[src/hw/rtl/pnph_pkg.sv]
// Shared constants and codes for the polyline nearest point block.
package pnph_pkg;

    localparam int MAX_NODES_DEF  = 256;
    localparam int COORD_BITS_DEF = 24;
    localparam int MAX_ROPES      = 16;

    localparam int ROPE_W      = 4;
    localparam int LOCAL_W     = 8;
    localparam int ENTRY_W     = 8;
    localparam int CNT_W       = 9;
    localparam int EPOCH_W     = 8;
    localparam int RAD_W       = 23;
    localparam int RAD2_W      = 46;
    localparam int T_W         = 17;
    localparam int OUT_COORD_W = 24;
    localparam int QUEUE_DEPTH = 2;

    localparam int SLOT_AW = ROPE_W + LOCAL_W;
    localparam int SLOT_W  = EPOCH_W + CNT_W;

    localparam logic REQ_WRITE = 1'b0;
    localparam logic REQ_QUERY = 1'b1;

    localparam logic [T_W-1:0] T_ONE  = 17'd65536;
    localparam logic [T_W-1:0] T_HALF = 17'd32768;

    localparam logic [LOCAL_W-1:0] LOCAL_LAST = 8'hFF;

endpackage

[src/hw/rtl/pnph_front.sv]
// Request front end: accepts items, normalizes them and fills the queue.
module pnph_front #(
    parameter int MAX_NODES  = pnph_pkg::MAX_NODES_DEF,
    parameter int COORD_BITS = pnph_pkg::COORD_BITS_DEF,
    parameter int ITEM_W     = 2 + pnph_pkg::ENTRY_W + pnph_pkg::ROPE_W
                               + pnph_pkg::LOCAL_W + 2 * COORD_BITS + pnph_pkg::RAD2_W
) (
    input  logic                                req_valid,
    output logic                                req_stall,
    input  logic                                req_type,
    input  logic [pnph_pkg::ENTRY_W-1:0]        entry,
    input  logic [pnph_pkg::ROPE_W-1:0]         rope_id,
    input  logic [pnph_pkg::LOCAL_W-1:0]        local_index,
    input  logic signed [pnph_pkg::OUT_COORD_W-1:0] pos_x,
    input  logic signed [pnph_pkg::OUT_COORD_W-1:0] pos_y,
    input  logic [pnph_pkg::RAD_W-1:0]          radius,
    input  logic                                q_full,
    output logic                                q_push,
    output logic [ITEM_W-1:0]                   q_data
);

    logic                           wr_ok;
    logic [COORD_BITS-1:0]          cx;
    logic [COORD_BITS-1:0]          cy;
    logic [pnph_pkg::RAD2_W-1:0]    rad2;

    assign wr_ok = int'(entry) < MAX_NODES;
    assign cx    = COORD_BITS'($unsigned(pos_x));
    assign cy    = COORD_BITS'($unsigned(pos_y));
    assign rad2  = radius * radius;

    assign req_stall = q_full;
    assign q_push    = req_valid && !q_full;
    assign q_data    = {req_type, wr_ok, entry, rope_id, local_index, cx, cy, rad2};

endmodule

[config.mk]
export PLATFORM = sky130hd
export DESIGN_NAME = pnph_front
export DESIGN_NICKNAME = d
export VERILOG_FILES = /design/src/hw/rtl/pnph_pkg.sv /design/src/hw/rtl/pnph_front.sv
export SDC_FILE = /design/constraint.sdc
export NUM_CORES = 1
export LEC_CHECK = 0
export BUFFER_PORTS_ARGS = -buffer_cell sky130_fd_sc_hd__buf_2
export CAP_MARGIN = 20
export CORE_ASPECT_RATIO = 2
export CORE_MARGIN = 3
export CORE_UTILIZATION = 50
export DETAILED_ROUTE_END_ITERATION = 16
export PLACE_DENSITY_LB_ADDON = 0.2
export SLEW_MARGIN = 15
export SYNTH_ARGS = -nofsm -noshare
export SYNTH_HDL_FRONTEND = slang
export SYNTH_SLANG_ARGS = --single-unit
[constraint.sdc]
create_clock -name vclk -period 8.4
set_input_delay 0.42 -clock vclk [all_inputs]
set_output_delay 0.42 -clock vclk [all_outputs]
set_load 0.02 [all_outputs]
==> impl_metrics.yaml, run 1 <==
cells_and_area:
  syn2layout_area_growth_pct: 1.48
  drive_gt1_share_pct: 6.05
  nNetsFinal: 2372
  numSequentialCells: 0
  regArea_um2: 0
  num-fill-cells: 3028
  clockBufferCount: 0
floorplan:
  io_pins: 212
  die_width_um: 132
  initial_core_util_pct: 50.9
  fp.dieH_um: 257
  rows: 91
  core_um2: 31000
  die_area_um2: 33900
min_path:
  min_path_type: "input port to primary output"
worst_setup_path:
  critPathMaxFanout: 19
  crit_arrival_ns: 7.48
  end_kind: "primary output"
  worstSetupStartpointType: "input port"
  path_class: "input port to primary output"
  worstPathRequired_ns: 7.98
timing:
  finalSetupViolations: 0
  period_minus_slack_ns: 7.90
  final_max_slew_viol_count: 0
  tns_ns: 0
  tightestPinTransition_ns: 0.682
  hold_viol: 0
  timing.final.crit_share_pct: 94.0
  rsz0062_at_grt: "false"
  max_slew_margin_pct: 54.0
  fmax_mhz: 127
global_routing:
  grt_pass1_wl_um: 68900
  grt_max_degree: 25
  grt_use_total_pct: 26.4
  grt_pass1_vias: 13400
  antenna_found_initial: 1
  grt_overflow: 0
run_status:
  outcome: "finished clean"
clock_tree:
  ctsHoldBuffers: 0
  cts_resized: 0
  cts_setup_buffers: 0
synth:
  synth.net_count: 2413
  yosysSeqAreaShare_pct: 0
  synth_cell_types: 59
  synthCells: 1762
  syn_area_um2: 15800
  synth.most_common_cell: "inv_1"
  syn_area_per_cell_um2: 8.95
  yosysTopAreaCellShare_pct: 48.9
  synth_top_area_cell: "fa_1"
  yosysWarnings: 0
  synthTopCellsByArea: "fa_1, ha_1, inv_1"
  synthTopCellsByCount: "inv_1, fa_1, ha_1, nand2_1, and2_1"
placed_design:
  io_buffer_count: 72
  dp.final_hpwl_um: 38700
  gp_congestion: 0.963
route:
  vias: 11300
  via_per_inst: 5.30
  wire_per_inst_um: 20.5
  drt_pre_antenna_iters: 5
  drc_errors: 0
  routed_wl_um: 43800
  drt_iter0_drc: 516
  ant_nets: 0
run:
  maxCapViolations: 0
final timing paths:
| kind | from | cells past startpoint | endpoint |
|---|---|---|---|
| worst min-delay path | rope_id[0] | 0 | q_data[102] |
| worst max-delay path | radius[9] | 22 | q_data[36] |
routing by layer:
layer | share of wire [%] | up-vias | track usage, %
met5 | 0 | - | 0
met1 | 28 | 5806 | 23.2
met4 | 9.2 | 0 | 18.2
li1 | - | 5029 | -
met3 | 3.0 | 164 | 1.92
met2 | 59 | 342 | 54.5
critical path, stage by stage:
cell       delay [ns]
buf_2            0.36
inv_1            0.27
nor2_1           0.34
fa_1             0.49
ha_1             0.32
a21oi_1          0.24
fa_1             0.45
inv_1            0.08
fa_1             0.45
fa_1             0.49
fa_1             0.57
fa_1             0.47
ha_1             0.49
nand4_1          0.19
nor2_1           0.13
o2bb2ai_1        0.17
nor3_1           0.10
a211oi_1         0.61
o211ai_1         0.27
nor2b_1          0.21
xnor2_1          0.15
buf_2            0.18
per-stage QoR:
stage	instances	utilization (%)	setup WS [ns]	hold WS (ns)	instance area [µm²]
global placement	2137	51.7	0.566	0.840	16000
CTS	2137	51.7	0.491	0.840	16000
global route	2137	51.7	0.0810	0.840	16000
finish	2138	51.7	0.504	0.840	16000
floorplan	1762	-	1.15	0.918	15800
detailed placement	2137	51.7	0.536	0.840	16000
placed cells by master, fill, tap and decap left out, types with 5 or more instances in the layout:
cell	netlist	routed
a21oi_1	48	48
a21o_1	16	16
nand2_1	162	162
buf_2	2	72
a211oi_1	5	5
xor2_1	21	21
nor3_1	9	9
nor2_1	50	50
and3_1	7	7
a31oi_1	7	7
fa_1	385	385
nor2b_1	9	9
nand3_1	6	6
nand4_1	10	10
buf_4	73	15
o21ai_0	23	23
xnor2_1	28	28
nand2b_1	8	8
o21bai_1	7	7
and2_1	112	112
inv_1	490	490
ha_1	172	172
cell type report:
type | instances | area, µm² | area share, %
inverters | 490 | 1840 | 11.5
diodes | 1 | 2.50 | 0.0156
multi-input cells | 1142 | 13200 | 82.3
repair buffers | 87 | 473 | 2.95
well taps | 418 | 523 | 3.27
logic make-up after synthesis:
| kind of cell | count (synthesis) | share of synthesized area [%] |
|---|---|---|
| XOR/XNOR | 49 | 2.72 |
| other | 2 | 0.0476 |
| AND/OR/NAND/NOR | 387 | 12.1 |
| buffers and inverters | 620 | 16.5 |
| adder cells (fa/ha/maj) | 557 | 62.5 |
| AO/OA/AOI/OAI | 144 | 5.89 |
| multiplexers | 3 | 0.206 |
Power of run 1 is not shown: default switching activity piles up to over one toggle a cycle in this logic, so the estimate is an artifact.
==> run 2: changes to the inputs <==
BUFFER_PORTS_ARGS = -buffer_cell sky130_fd_sc_hd__buf_4   (was -buffer_cell sky130_fd_sc_hd__buf_2)
CORE_UTILIZATION = 28   (was 50)
RECOVER_POWER = 100   (was default)
==> impl_metrics.yaml, run 2 (synthesis gave the netlist of run 1 again) <==
cells_and_area:
  clockBufferCount: 0
  syn2layout_area_growth_pct: 3.71
  mostFrequentLayoutCells: "inv_1, fa_1, ha_1"
  regArea_um2: 0
  multi_input_area_um2: 13200
  drive_gt1_share_pct: 3.34
  numSequentialCells: 0
  num-fill-cells: 6113
  layout_commonest_cell: "inv_1"
  nNetsFinal: 2361
  antennaDiodeCount: 0
timing:
  final_max_slew_viol_count: 0
  max_slew_margin_pct: 53.8
  period_minus_slack_ns: 7.93
  hold_viol: 0
  timing.final.crit_share_pct: 94.4
  fmax_mhz: 126
  tightestPinTransition_ns: 0.686
  rsz0062_at_grt: "false"
  finalSetupViolations: 0
  tns_ns: 0
global_routing:
  use_met1_pct: 14.2
  grt_pass1_vias: 13500
  grt_pass1_wl_um: 75500
  antenna_found_initial: 1
  grt_use_total_pct: 16.9
  grt_max_degree: 27
  use_met3_pct: 0.711
  grt_overflow: 0
  busiest_layer: "met2"
  grtUsageMet2_pct: 36.1
route:
  vias: 11300
  drt_pre_antenna_iters: 5
  ant_nets: 0
  via_per_inst: 4.63
  drt_iter0_drc: 348
  drc_errors: 0
  routed_wl_um: 49900
  wire_per_inst_um: 20.3
worst_setup_path:
  worstSetupStartpointType: "input port"
  crit_arrival_ns: 7.51
  critPathLaunch: "radius[7]"
  path_class: "input port to primary output"
  critPathMaxFanout: 21
  end_kind: "primary output"
  worstPathRequired_ns: 7.98
floorplan:
  initial_core_util_pct: 28.4
  die_area_um2: 59400
  io_pins: 212
  core_um2: 55600
  die_width_um: 174
  fp.dieH_um: 342
  rows: 122
placed_design:
  io_buffer_count: 72
  gp_congestion: 0.873
  dp.final_hpwl_um: 43200
min_path:
  min_path_cells: 0
  whs_endpoint: "q_data[101]"
  holdCritStartpoint: "local_index[7]"
  min_path_type: "input port to primary output"
run:
  maxCapViolations: 0
clock_tree:
  ctsHoldBuffers: 0
run_status:
  outcome: "finished clean"
-- run 2: layout make-up --
| type | count | area share, % |
|---|---|---|
| repair buffers | 76 | 2.65 |
| well taps | 744 | 5.69 |
| inverters | 490 | 11.2 |
| multi-input cells | 1142 | 80.4 |
-- run 2: worst max path at each step --
stage,to,cells past startpoint
3_5_place_dp,q_data[38],23
6_report,q_data[36],23
2_1_floorplan,q_data[41],23
4_1_cts,q_data[38],23
5_1_grt,q_data[38],23
3_3_place_gp,q_data[38],23
-- run 2: metal layers --
metal	wire, µm	share of wire (%)	vias to the layer above
li1	-	-	5011
met1	14100	28	5885
met2	30200	61	276
met3	1130	2.3	175
met4	4450	8.9	0
met5	0	0	-
-- run 2: what timing repair did --
action | in CTS | in global routing
setup buffers | 0 | 0
gates resized for setup | 0 | 1
setup endpoints to repair | 0 | 2
-- run 2: through the flow --
stage                     cells  instance area (µm²)  util, %  hold WS, ns  setup WS, ns
after global routing       2452                16400     29.4        0.840        0.0411
after detailed placement   2452                16500     29.7        0.840         0.353
after floorplan            1762                15800        -        0.918          1.15
final                      2452                16400     29.4        0.840         0.473
after CTS                  2452                16500     29.7        0.840         0.323
after global placement     2452                16500     29.7        0.840         0.328
-- run 2: critical path, stage by stage --
cell	delay (ns)
buf_4	0.32
inv_1	0.22
nor2_1	0.31
fa_1	0.50
ha_1	0.32
a21oi_1	0.30
fa_1	0.48
inv_1	0.08
fa_1	0.44
fa_1	0.57
fa_1	0.43
fa_1	0.47
ha_1	0.43
a21o_1	0.23
a31oi_1	0.21
o2bb2ai_1	0.12
nor3_1	0.30
a211oi_1	0.15
clkbuf_1	0.16
o211ai_1	0.43
nor2b_1	0.22
xnor2_1	0.13
clkbuf_1	0.24
Power of run 2 is left out for the same reason.
