### config.mk
export PLATFORM = sky130hd
export DESIGN_NAME = pnph_queue
export DESIGN_NICKNAME = d
export VERILOG_FILES = /design/src/hw/rtl/pnph_pkg.sv /design/src/hw/rtl/pnph_queue.sv
export SDC_FILE = /design/constraint.sdc
export NUM_CORES = 1
export LEC_CHECK = 0
export BUFFER_PORTS_ARGS = -buffer_cell sky130_fd_sc_hd__clkbuf_2
export CORE_MARGIN = 2
export CORE_UTILIZATION = 56
export CTS_BUF_LIST = sky130_fd_sc_hd__clkbuf_2
export CTS_CLUSTER_DIAMETER = 120
export DETAILED_ROUTE_END_ITERATION = 16
export HOLD_SLACK_MARGIN = 0.08
export PLACE_DENSITY = 0.87
export SETUP_SLACK_MARGIN = 0.05
export SLEW_MARGIN = 40
export SYNTH_ARGS = -nofsm -noshare
export SYNTH_HDL_FRONTEND = slang
export SYNTH_SLANG_ARGS = --single-unit
### constraint.sdc
create_clock -name clk -period 2.6 [get_ports clk]
set_input_delay 0.26 -clock clk [delete_from_list [all_inputs] [get_ports clk]]
set_output_delay 0.26 -clock clk [all_outputs]
set_load 0.005 [all_outputs]
### src/hw/rtl/pnph_pkg.sv
// Shared constants and codes for the polyline nearest point block.
package pnph_pkg;

    localparam int MAX_NODES_DEF  = 256;
    localparam int COORD_BITS_DEF = 24;
    localparam int MAX_ROPES      = 16;

    localparam int ROPE_W      = 4;
    localparam int LOCAL_W     = 8;
    localparam int ENTRY_W     = 8;
    localparam int CNT_W       = 9;
    localparam int EPOCH_W     = 8;
    localparam int RAD_W       = 23;
    localparam int RAD2_W      = 46;
    localparam int T_W         = 17;
    localparam int OUT_COORD_W = 24;
    localparam int QUEUE_DEPTH = 2;

    localparam int SLOT_AW = ROPE_W + LOCAL_W;
    localparam int SLOT_W  = EPOCH_W + CNT_W;

    localparam logic REQ_WRITE = 1'b0;
    localparam logic REQ_QUERY = 1'b1;

    localparam logic [T_W-1:0] T_ONE  = 17'd65536;
    localparam logic [T_W-1:0] T_HALF = 17'd32768;

    localparam logic [LOCAL_W-1:0] LOCAL_LAST = 8'hFF;

endpackage

### src/hw/rtl/pnph_queue.sv
// Short queue that decouples the front end from the query engine.
module pnph_queue #(
    parameter int W     = 8,
    parameter int DEPTH = pnph_pkg::QUEUE_DEPTH
) (
    input  logic         clk,
    input  logic         rst_n,
    input  logic         push,
    input  logic [W-1:0] push_data,
    output logic         full,
    input  logic         pop,
    output logic [W-1:0] pop_data,
    output logic         empty
);

    localparam int AW = $clog2(DEPTH);
    localparam int NW = $clog2(DEPTH + 1);

    logic [W-1:0]  store_reg [DEPTH];
    logic [AW-1:0] wr_ptr_reg;
    logic [AW-1:0] rd_ptr_reg;
    logic [NW-1:0] count_reg;

    assign full     = count_reg == NW'(DEPTH);
    assign empty    = count_reg == '0;
    assign pop_data = store_reg[rd_ptr_reg];

    always_ff @(posedge clk or negedge rst_n)
    begin
        if (!rst_n)
        begin
            wr_ptr_reg <= '0;
            rd_ptr_reg <= '0;
            count_reg  <= '0;
        end
        else
        begin
            if (push)
            begin
                wr_ptr_reg <= (wr_ptr_reg == AW'(DEPTH - 1)) ? '0 : wr_ptr_reg + 1'b1;
            end
            if (pop)
            begin
                rd_ptr_reg <= (rd_ptr_reg == AW'(DEPTH - 1)) ? '0 : rd_ptr_reg + 1'b1;
            end
            if (push && !pop)
            begin
                count_reg <= count_reg + 1'b1;
            end
            else if (pop && !push)
            begin
                count_reg <= count_reg - 1'b1;
            end
        end
    end

    always_ff @(posedge clk)
    begin
        if (push)
        begin
            store_reg[wr_ptr_reg] <= push_data;
        end
    end

endmodule

==> metrics.txt, run 1 <==
Cells after DPL 76; die height 41.1 µm; Post-Syn Area per Cell 18.8 µm²; max_slew headroom 52.1%; die area 1690 µm²; DRT met1 WL 365 µm; worst-path fanout max 9; Pre-antenna DRT Iters 2; Setup violations, final 0; Static Leakage 0.382 nW; R2R setup slack 1.22 ns; global route overflow 0; layout cells sized above 1 50.0%; vias per cell 4.78; post-synthesis sequential area ratio 75.3%; CP max-delay cell dfrtp_1; Mapped Area 771 µm²; hold path depth 1; Root Buffer clkbuf_2; antenna cell count 0; CTS Buffer Depth 2; CP Launch Type register; Layout fillers 95; CP peak stage delay 0.61 ns; pre-CTS WS 1.26 ns; CP required 2.34 ns; r2r endpoint store_reg[0][3]; routability cong. 0.655; yosys warns 0; status finished clean; CORE AREA 1300 µm²; number of max-cap violations 0; WL/cell 11.8 µm; Max Freq 610 MHz; Hold EP store_reg[0][6]; Least-Margin Pin Slew 0.718 ns; Ports 22; CTS tree done; worst min path class in2reg; non-filler cells in the finished layout 81; Syn Inst Count 41; Top Metal Used met4; Iter 0 DRT Violations 6; # DRC 0; post-layout util 70.1%; Mapped Nets 54; Worst Skew 0.0132 ns; Pwr Density 921 nW/µm²; CTS clk-pin slew, worst paths 0.17 ns; VDD IR-drop max 0.649 mV; Die X 41.1 µm; worst setup margin 0.961 ns; worst reg2reg path startpoint wr_ptr_reg; CTS buffer count 3; max-slew violations 0; largest net degree at the start of global routing 12; met3 routed WL 49 µm; CTS H-Tree Depth 1; # rows 13; vias in the first global route 329; first-pass GRT wire length 1320 µm; CP endpoint kind output port; RSZ-0062 raised after global routing false; Sum Neg Setup Slack 0 ns; final hold slack 0.153 ns; Hold Fails Final Rpt 0; fin nets 80; Yosys reg bits 20; clock sink count 20; Clock Latency Late Sink 0.28 ns; WL final 954 µm; Starting Density 59.2%; Area Overhead vs Synth 18.3%; Final ANT Viol Nets 0; met2 routed WL 533 µm; post-cts resize count 0; max reg flops 16; vias 387; Buffers on Ports 21; crit-path cells mux2_2, clkbuf_2; Hold Path Origin push_data[6]; r2r worst-path depth 1; dpl hpwl 731 µm; final cycle utilization of the critical path 63.1%; Total Routing Usage GR 12.4%; WS Path Type reg2out; Tmin final 1.64 ns; Synth cell types 12; antenna violations before repair 0; worst path arrival time 1.38 ns
-- layout make-up --
cell class	instances	area [µm²]	area share, %
Sequential cell	20	581	63.6
Multi-Input combinational cell	19	175	19.2
Timing Repair Buffer	22	115	12.6
Tap cell	15	18.8	2.06
Clock buffer	3	15.0	1.65
Clock inverter	1	3.75	0.412
Inverter	1	3.75	0.412
-- logic make-up (layout without fill, tap and decap cells) --
kind of cell	count (synthesis)	count (layout)	share of synthesized area (%)
xor+xnor	5	5	5.68
fa+ha+maj	1	1	1.62
buf+inv	2	27	1.95
flops	20	20	75.3
mux	8	8	11.7
simple gates	5	5	3.74
-- cells in the mapped netlist (all sizes together) --
library cell	count	area (µm²)
edfxtp	16	480
ha	1	12.5
nor2	2	7.51
mux2	8	90.1
nor2b	1	6.26
xnor2	1	8.76
and2	1	6.26
and2b	1	8.76
xor2	4	35.0
dfrtp	4	100
inv	1	3.75
buf	1	11.3
-- routing by layer --
layer / vias to the layer above / track usage [%]
li1: 197 / -
met1: 176 / 14.3
met2: 12 / 23.0
met3: 2 / 3.26
met4: 0 / 2.42
met5: - / 0
-- power breakdown --
| part | internal, mW | switching (mW) | leakage (nW) |
|---|---|---|---|
| Sequential | 0.435 | 0.0605 | 0.197 |
| Clock | 0.0335 | 0.0785 | 0.0140 |
| Combinational | 0.139 | 0.0933 | 0.171 |
| Total | 0.607 | 0.232 | 0.382 |
-- worst max path at each step --
stage               start              end  slack (ns)  depth (start not counted)
5_1_grt        rd_ptr_reg      pop_data[4]        0.86                          2
3_5_place_dp         push  store_reg[0][6]        1.26                          2
2_1_floorplan  wr_ptr_reg  store_reg[0][0]        1.44                          1
6_report       rd_ptr_reg      pop_data[1]        0.96                          2
4_1_cts        rd_ptr_reg      pop_data[0]        0.94                          2
3_3_place_gp         push  store_reg[0][6]        1.27                          2
-- cell usage in the layout (no fill, tap or decap) --
cell type      instances
clkbuf_2              24
edfxtp_1              16
mux2_2                 8
xor2_1                 4
dfrtp_1                4
nor2_1                 2
inv_1                  1
and2b_2                1
and2_1                 1
nor2b_1                1
xnor2_1                1
ha_1                   1
clkinv_1               1
dlygate4sd3_1          1
-- timing repair --
item / 4_1_cts / 5_1_grt
endpoints found under the hold margin: 4 / 0
hold buffers: 1 / 0
setup buffers: 0 / 0
-- per-stage QoR --
stage	power, mW	instance area (µm²)
final	0.840	912
after global routing	0.893	912
after CTS	0.848	912
after detailed placement	0.738	883
after global placement	0.728	883
after floorplan	0.652	771
-- worst max-delay path, delay by kind of cell, from the launching register on --
kind	cells	cell delay [ns]
DFF	1	0.61
muxes	1	0.38
buffers and inverters	1	0.11
Power figures use the tool's default switching activity.
==> inputs of run 2 (changes only) <==
Settings changed: CORE_UTILIZATION 56 to 47, PLACE_DENSITY 0.87 to 0.78.
Clock period 2.6 ns to 1.4 ns, I/O delays scaled along.
==> run 2 against run 1 <==
- the run now ends with setup timing left
- sequential share of layout area is 11 points lower
- combinational power grew to 2.8 times the previous value
- clock power rose to 3.8 times the previous value
- final cell count grew 20%
- critical path depth up 1
- first-iteration DRC count increased by 17%
==> metrics.txt, run 2 (synthesis gave the netlist of run 1 again) <==
status finished, violations left; failing checks setup timing; internal power 1.46 mW (+140%); Clock Latency Late Sink 0.31 ns (+0.03 ns); r2r endpoint store_reg[1][0]; Buffers on Ports 21 (unchanged); Cells after DPL 78 (+2.6%); Iter 0 DRT Violations 7 (+1); Root Buffer clkbuf_2; max-slew violations 0 (unchanged); CTS tree done; Layout fillers 108 (+14%); max_slew headroom 74.2% (+22 points); most frequent cells in the layout clkbuf_2, edfxtp_1, dlygate4sd3_1; Reg power frac 45.2% (-14 points); die height 44.5 µm (+8.3%); CTS H-Tree Depth 1 (unchanged); Final ANT Viol Nets 0 (unchanged); RSZ-0062 raised after global routing true; Max Freq 697 MHz; r2r worst-path depth 1 (unchanged); CP Launch Type register; vias in the first global route 515 (+57%); Ports 22 (unchanged); sw frac 25.6% (-2.1 points); worst min path class in2async; clock power share 21.4% (+8.1 points); CTS Buffer Depth 2 (unchanged); Hold Fails Final Rpt 0 (unchanged); VDD IR-drop max 1.10 mV (+70%); WS Path Type reg2out; Static Leakage 0.479 nW (+25%); Starting Density 50.6% (-8.7 points); routability cong. 0.625 (-4.5%); number of max-cap violations 0 (unchanged); first-pass GRT wire length 2200 µm (+66%); Worst Skew 0.0163 ns (+0.00311 ns); commonest non-fill, non-tap cell in the layout clkbuf_2; final cycle utilization of the critical path 102%; pre-CTS WS 0.198 ns (-1.06 ns); worst path arrival time 1.29 ns (-0.09 ns); clock sink count 20 (unchanged); CORE AREA 1520 µm² (+17%); # rows 14 (+1); CTS clk-pin slew, worst paths 0.20 ns (+0.03 ns); die area 1980 µm² (+17%); max reg flops 16 (unchanged); # DRC 0 (unchanged); largest net degree at the start of global routing 13 (+1); combinational share of power 33.4% (+5.7 points); layout cells sized above 1 49.4% (-0.62 points); vias 470 (+21%); antenna cell count 0 (unchanged); vias per cell 4.85 (+1.4%); Psw 0.504 mW (+120%); non-filler cells in the finished layout 97 (+20%); fin nets 95 (+19%); global route overflow 0 (unchanged); CP required 1.26 ns (-1.08 ns); CP endpoint kind output port; Sum Neg Setup Slack -0.164 ns (-0.164 ns); Pre-antenna DRT Iters 4 (+2); Total Routing Usage GR 16.1% (+3.7 points); Die X 44.5 µm (+8.3%); worst setup margin -0.0347 ns (-0.995 ns); fin area 1100 µm² (+21%); WL final 1310 µm (+37%); CTS buffer count 3 (unchanged); Tmin final 1.43 ns; WL/cell 13.5 µm (+14%); Setup violations, final 8 (+8); worst reg2reg path startpoint wr_ptr_reg; Reg area 582 µm² (+0.22%); area of the multi-input gates 190 µm² (+8.6%); worst-path fanout max 4 (-5); Pwr Density 1790 nW/µm² (+94%); Area Overhead vs Synth 42.9%; R2R setup slack 0.27 ns (-0.95 ns); Least-Margin Pin Slew 0.387 ns (-0.331 ns); antenna violations before repair 0 (unchanged); DP Area 892 µm² (+0.99%)
run 2: worst max-delay path, stage by stage, from the launching register on:
cell and delay (ns):
dfrtp_2 0.46, buf_6 0.14, mux2_4 0.29, clkbuf_2 0.11
run 2: power by group through the flow:
stage          clock network, mW  registers [mW]  logic [mW]
2_1_floorplan                  0           0.873       0.337
6_report                   0.420           0.889       0.658
3_5_place_dp                   0           0.934       0.450
4_1_cts                    0.425           0.883       0.619
3_3_place_gp                   0           0.924       0.449
5_1_grt                    0.446           0.908       0.724
run 2: metrics by stage:
step                      util [%]  power, mW  hold slack (ns)
final                         72.2       1.97            0.147
after global routing          72.2       2.08            0.123
after CTS                     71.0       1.93            0.138
after detailed placement      58.5       1.38          -0.0452
after floorplan                  -       1.21           -0.156
after global placement        58.5       1.37          -0.0449
run 2: layer usage:
layer	up-vias	track usage (%)	share of wire [%]	routed length (µm)
met2	13	27.5	56	734
met1	222	19.2	40	520
met3	4	2.45	2.8	36
met4	0	9.09	1.3	17
li1	231	-	-	-
met5	-	0	0	0
run 2: worst max path at each step:
stage	startpoint	to	slack [ns]
global route	rd_ptr_reg	pop_data[3]	-0.09
CTS	rd_ptr_reg	pop_data[2]	-0.03
finish	rd_ptr_reg	pop_data[3]	-0.03
global placement	rd_ptr_reg	pop_data[3]	0.22
floorplan	wr_ptr_reg	store_reg[0][0]	0.24
detailed placement	rd_ptr_reg	pop_data[3]	0.20
run 2: timing repair:
item / in CTS / in global routing
endpoints found under the setup margin: 8 / 8
pin swaps: 0 / 0
setup buffers: 4 / 0
hold endpoints to repair: 22 / 0
hold buffers: 11 / 0
resized for setup: 4 / 5
run 2: layout make-up:
type / instances / area share [%]
clock buffers: 3 / 1.36
clock inverters: 1 / 2.73
inverters: 1 / 0.341
multi-input cells: 19 / 17.3
flip-flops and latches: 20 / 52.8
well taps: 16 / 1.82
repair buffers: 37 / 23.6
==> inputs of run 3 (changes only) <==
Settings changed: BUFFER_PORTS_ARGS -buffer_cell sky130_fd_sc_hd__clkbuf_2 to unset, CORE_UTILIZATION 47 to 56, DONT_BUFFER_PORTS set to 1, PLACE_DENSITY 0.78 to 0.76.
==> run 3 against run 2 <==
- the run now ends clean
- routed wire length down 11%
- clock skew down 0.0062 ns
- die area down 15%
- clock power down 49%
- final area down 13%
- worst hold slack worse by 0.036 ns
==> metrics.txt, run 3 (synthesis gave the netlist of run 1 again) <==
status finished clean; Worst Skew 0.0101 ns (-0.00623 ns); Starting Density 59.2% (+8.7 points); first-pass GRT wire length 1480 µm (-33%); fin nets 75 (-21%); largest net degree at the start of global routing 12 (-1); number of max-cap violations 0 (unchanged); Area Overhead vs Synth 25.0%; worst-path fanout max 5 (+1); CP required 1.26 ns (about the same); max reg flops 16 (unchanged); RSZ-0062 raised after global routing true; Static Leakage 0.366 nW (-24%); R2R setup slack 0.28 ns (about the same); WL/cell 15.4 µm (+14%); Tmin final 1.32 ns (-0.111 ns); max-slew violations 0 (unchanged); Cells after DPL 57 (-27%); most frequent cells in the layout edfxtp_1, dlygate4sd3_1, mux2_2; CTS tree done; Hold Fails Final Rpt 0 (unchanged); antenna violations before repair 0 (unchanged); Total Routing Usage GR 15.6% (-0.51 points); CP Launch Type register; Die X 41.1 µm (-7.6%); vias 392 (-17%); global route overflow 0 (unchanged); Buffers on Ports 0 (-100%); Max Freq 755 MHz (+8.3%); Clock Latency Late Sink 0.30 ns (about the same); CTS clk-pin slew, worst paths 0.17 ns (-0.03 ns); layout cells sized above 1 29.5% (-20 points); CORE AREA 1300 µm² (-15%); vias in the first global route 366 (-29%); # rows 13 (-1); Root Buffer clkbuf_2; worst min path class in2reg; VDD IR-drop max 1.02 mV (-7.6%); total power 1.60 mW (-18%); Sum Neg Setup Slack 0 ns (+0.164 ns); worst path arrival time 1.18 ns (-0.11 ns); WL final 1170 µm (-11%); WS Path Type reg2out; Final ANT Viol Nets 0 (unchanged); Ports 22 (unchanged); non-filler cells in the finished layout 76 (-22%); Setup violations, final 0 (-8); pre-CTS WS 0.306 ns (+0.108 ns); fin area 963 µm² (-13%); # DRC 0 (unchanged); dpl hpwl 721 µm; Iter 0 DRT Violations 4 (-3); DP Area 793 µm² (-11%); die area 1690 µm² (-15%); clock sink count 20 (unchanged); worst setup margin 0.0758 ns (+0.111 ns); Pwr Density 1660 nW/µm² (-6.8%); Least-Margin Pin Slew 0.355 ns (-0.0322 ns); CTS Buffer Depth 2 (unchanged); max_slew headroom 76.4% (+2.1 points); antenna cell count 0 (unchanged); vias per cell 5.16 (+6.5%); commonest non-fill, non-tap cell in the layout edfxtp_1; Pre-antenna DRT Iters 4 (unchanged); CTS H-Tree Depth 1 (unchanged); routability cong. 0.640 (+2.3%); CTS buffer count 3 (unchanged); CP endpoint kind output port; final cycle utilization of the critical path 94.6% (-7.9 points); die height 41.1 µm (-7.6%)
==> run 3: cell count changes in the layout (fill, tap and decap cells not counted), sizes merged <==
cell,before,now
dlygate4sd3,11,12
bufinv,1,0
clkbuf,24,3
clkinv,0,1
==> run 3: repair_timing <==
action / 4_1_cts / 5_1_grt
setup endpoints to repair: 8 / 8
hold buffers: 12 / 0
resized for setup: 1 / 3
hold endpoints to repair: 23 / 0
cloned: 0 / 0
setup buffers: 2 / 1
==> run 3: power breakdown <==
part           total [mW]  internal, mW  switching [mW]
Sequential          0.893         0.810          0.0825
Clock               0.216        0.0621           0.154
Combinational       0.495         0.284           0.211
Total                1.60          1.16           0.447
==> run 3: cell type report <==
class | instances | area, µm²
sequential | 20 | 582
inverter | 1 | 3.75
clock inverter | 1 | 3.75
timing repair buffer | 17 | 165
tap | 15 | 18.8
clock buffer | 3 | 15.0
fill | 86 | 338
multi-input combinational | 19 | 175
==> run 3: per-layer routing <==
layer  share of wire (%)  up-vias  track usage, %  wire, µm
met3                 5.0        2            4.89        58
met4                0.85        0            12.1        10
met2                  57       12            28.1       670
met5                   0        -               0         0
li1                    -      187               -         -
met1                  37      191            14.0       430
==> run 3: final timing paths <==
check                             start  cells after the start         endpoint
min                                 pop                      3     count_reg[0]
min in group asynchronous         rst_n                      2     count_reg[1]
max                          rd_ptr_reg                      2      pop_data[5]
min reg2reg                count_reg[1]                      1     count_reg[1]
max reg2reg                  wr_ptr_reg                      2  store_reg[0][0]
max in group asynchronous         rst_n                      2       rd_ptr_reg
==> run 3: per-stage QoR <==
step | hold slack, ns | util, %
5_1_grt | 0.114 | 74.0
2_1_floorplan | -0.156 | -
3_5_place_dp | -0.156 | 61.0
3_3_place_gp | -0.156 | 61.0
4_1_cts | 0.102 | 72.7
6_report | 0.111 | 74.0
==> run 3: worst max-delay path: stages, from the launching register on <==
cell,delay [ns]
dfrtp_2,0.42
buf_6,0.12
mux2_2,0.34
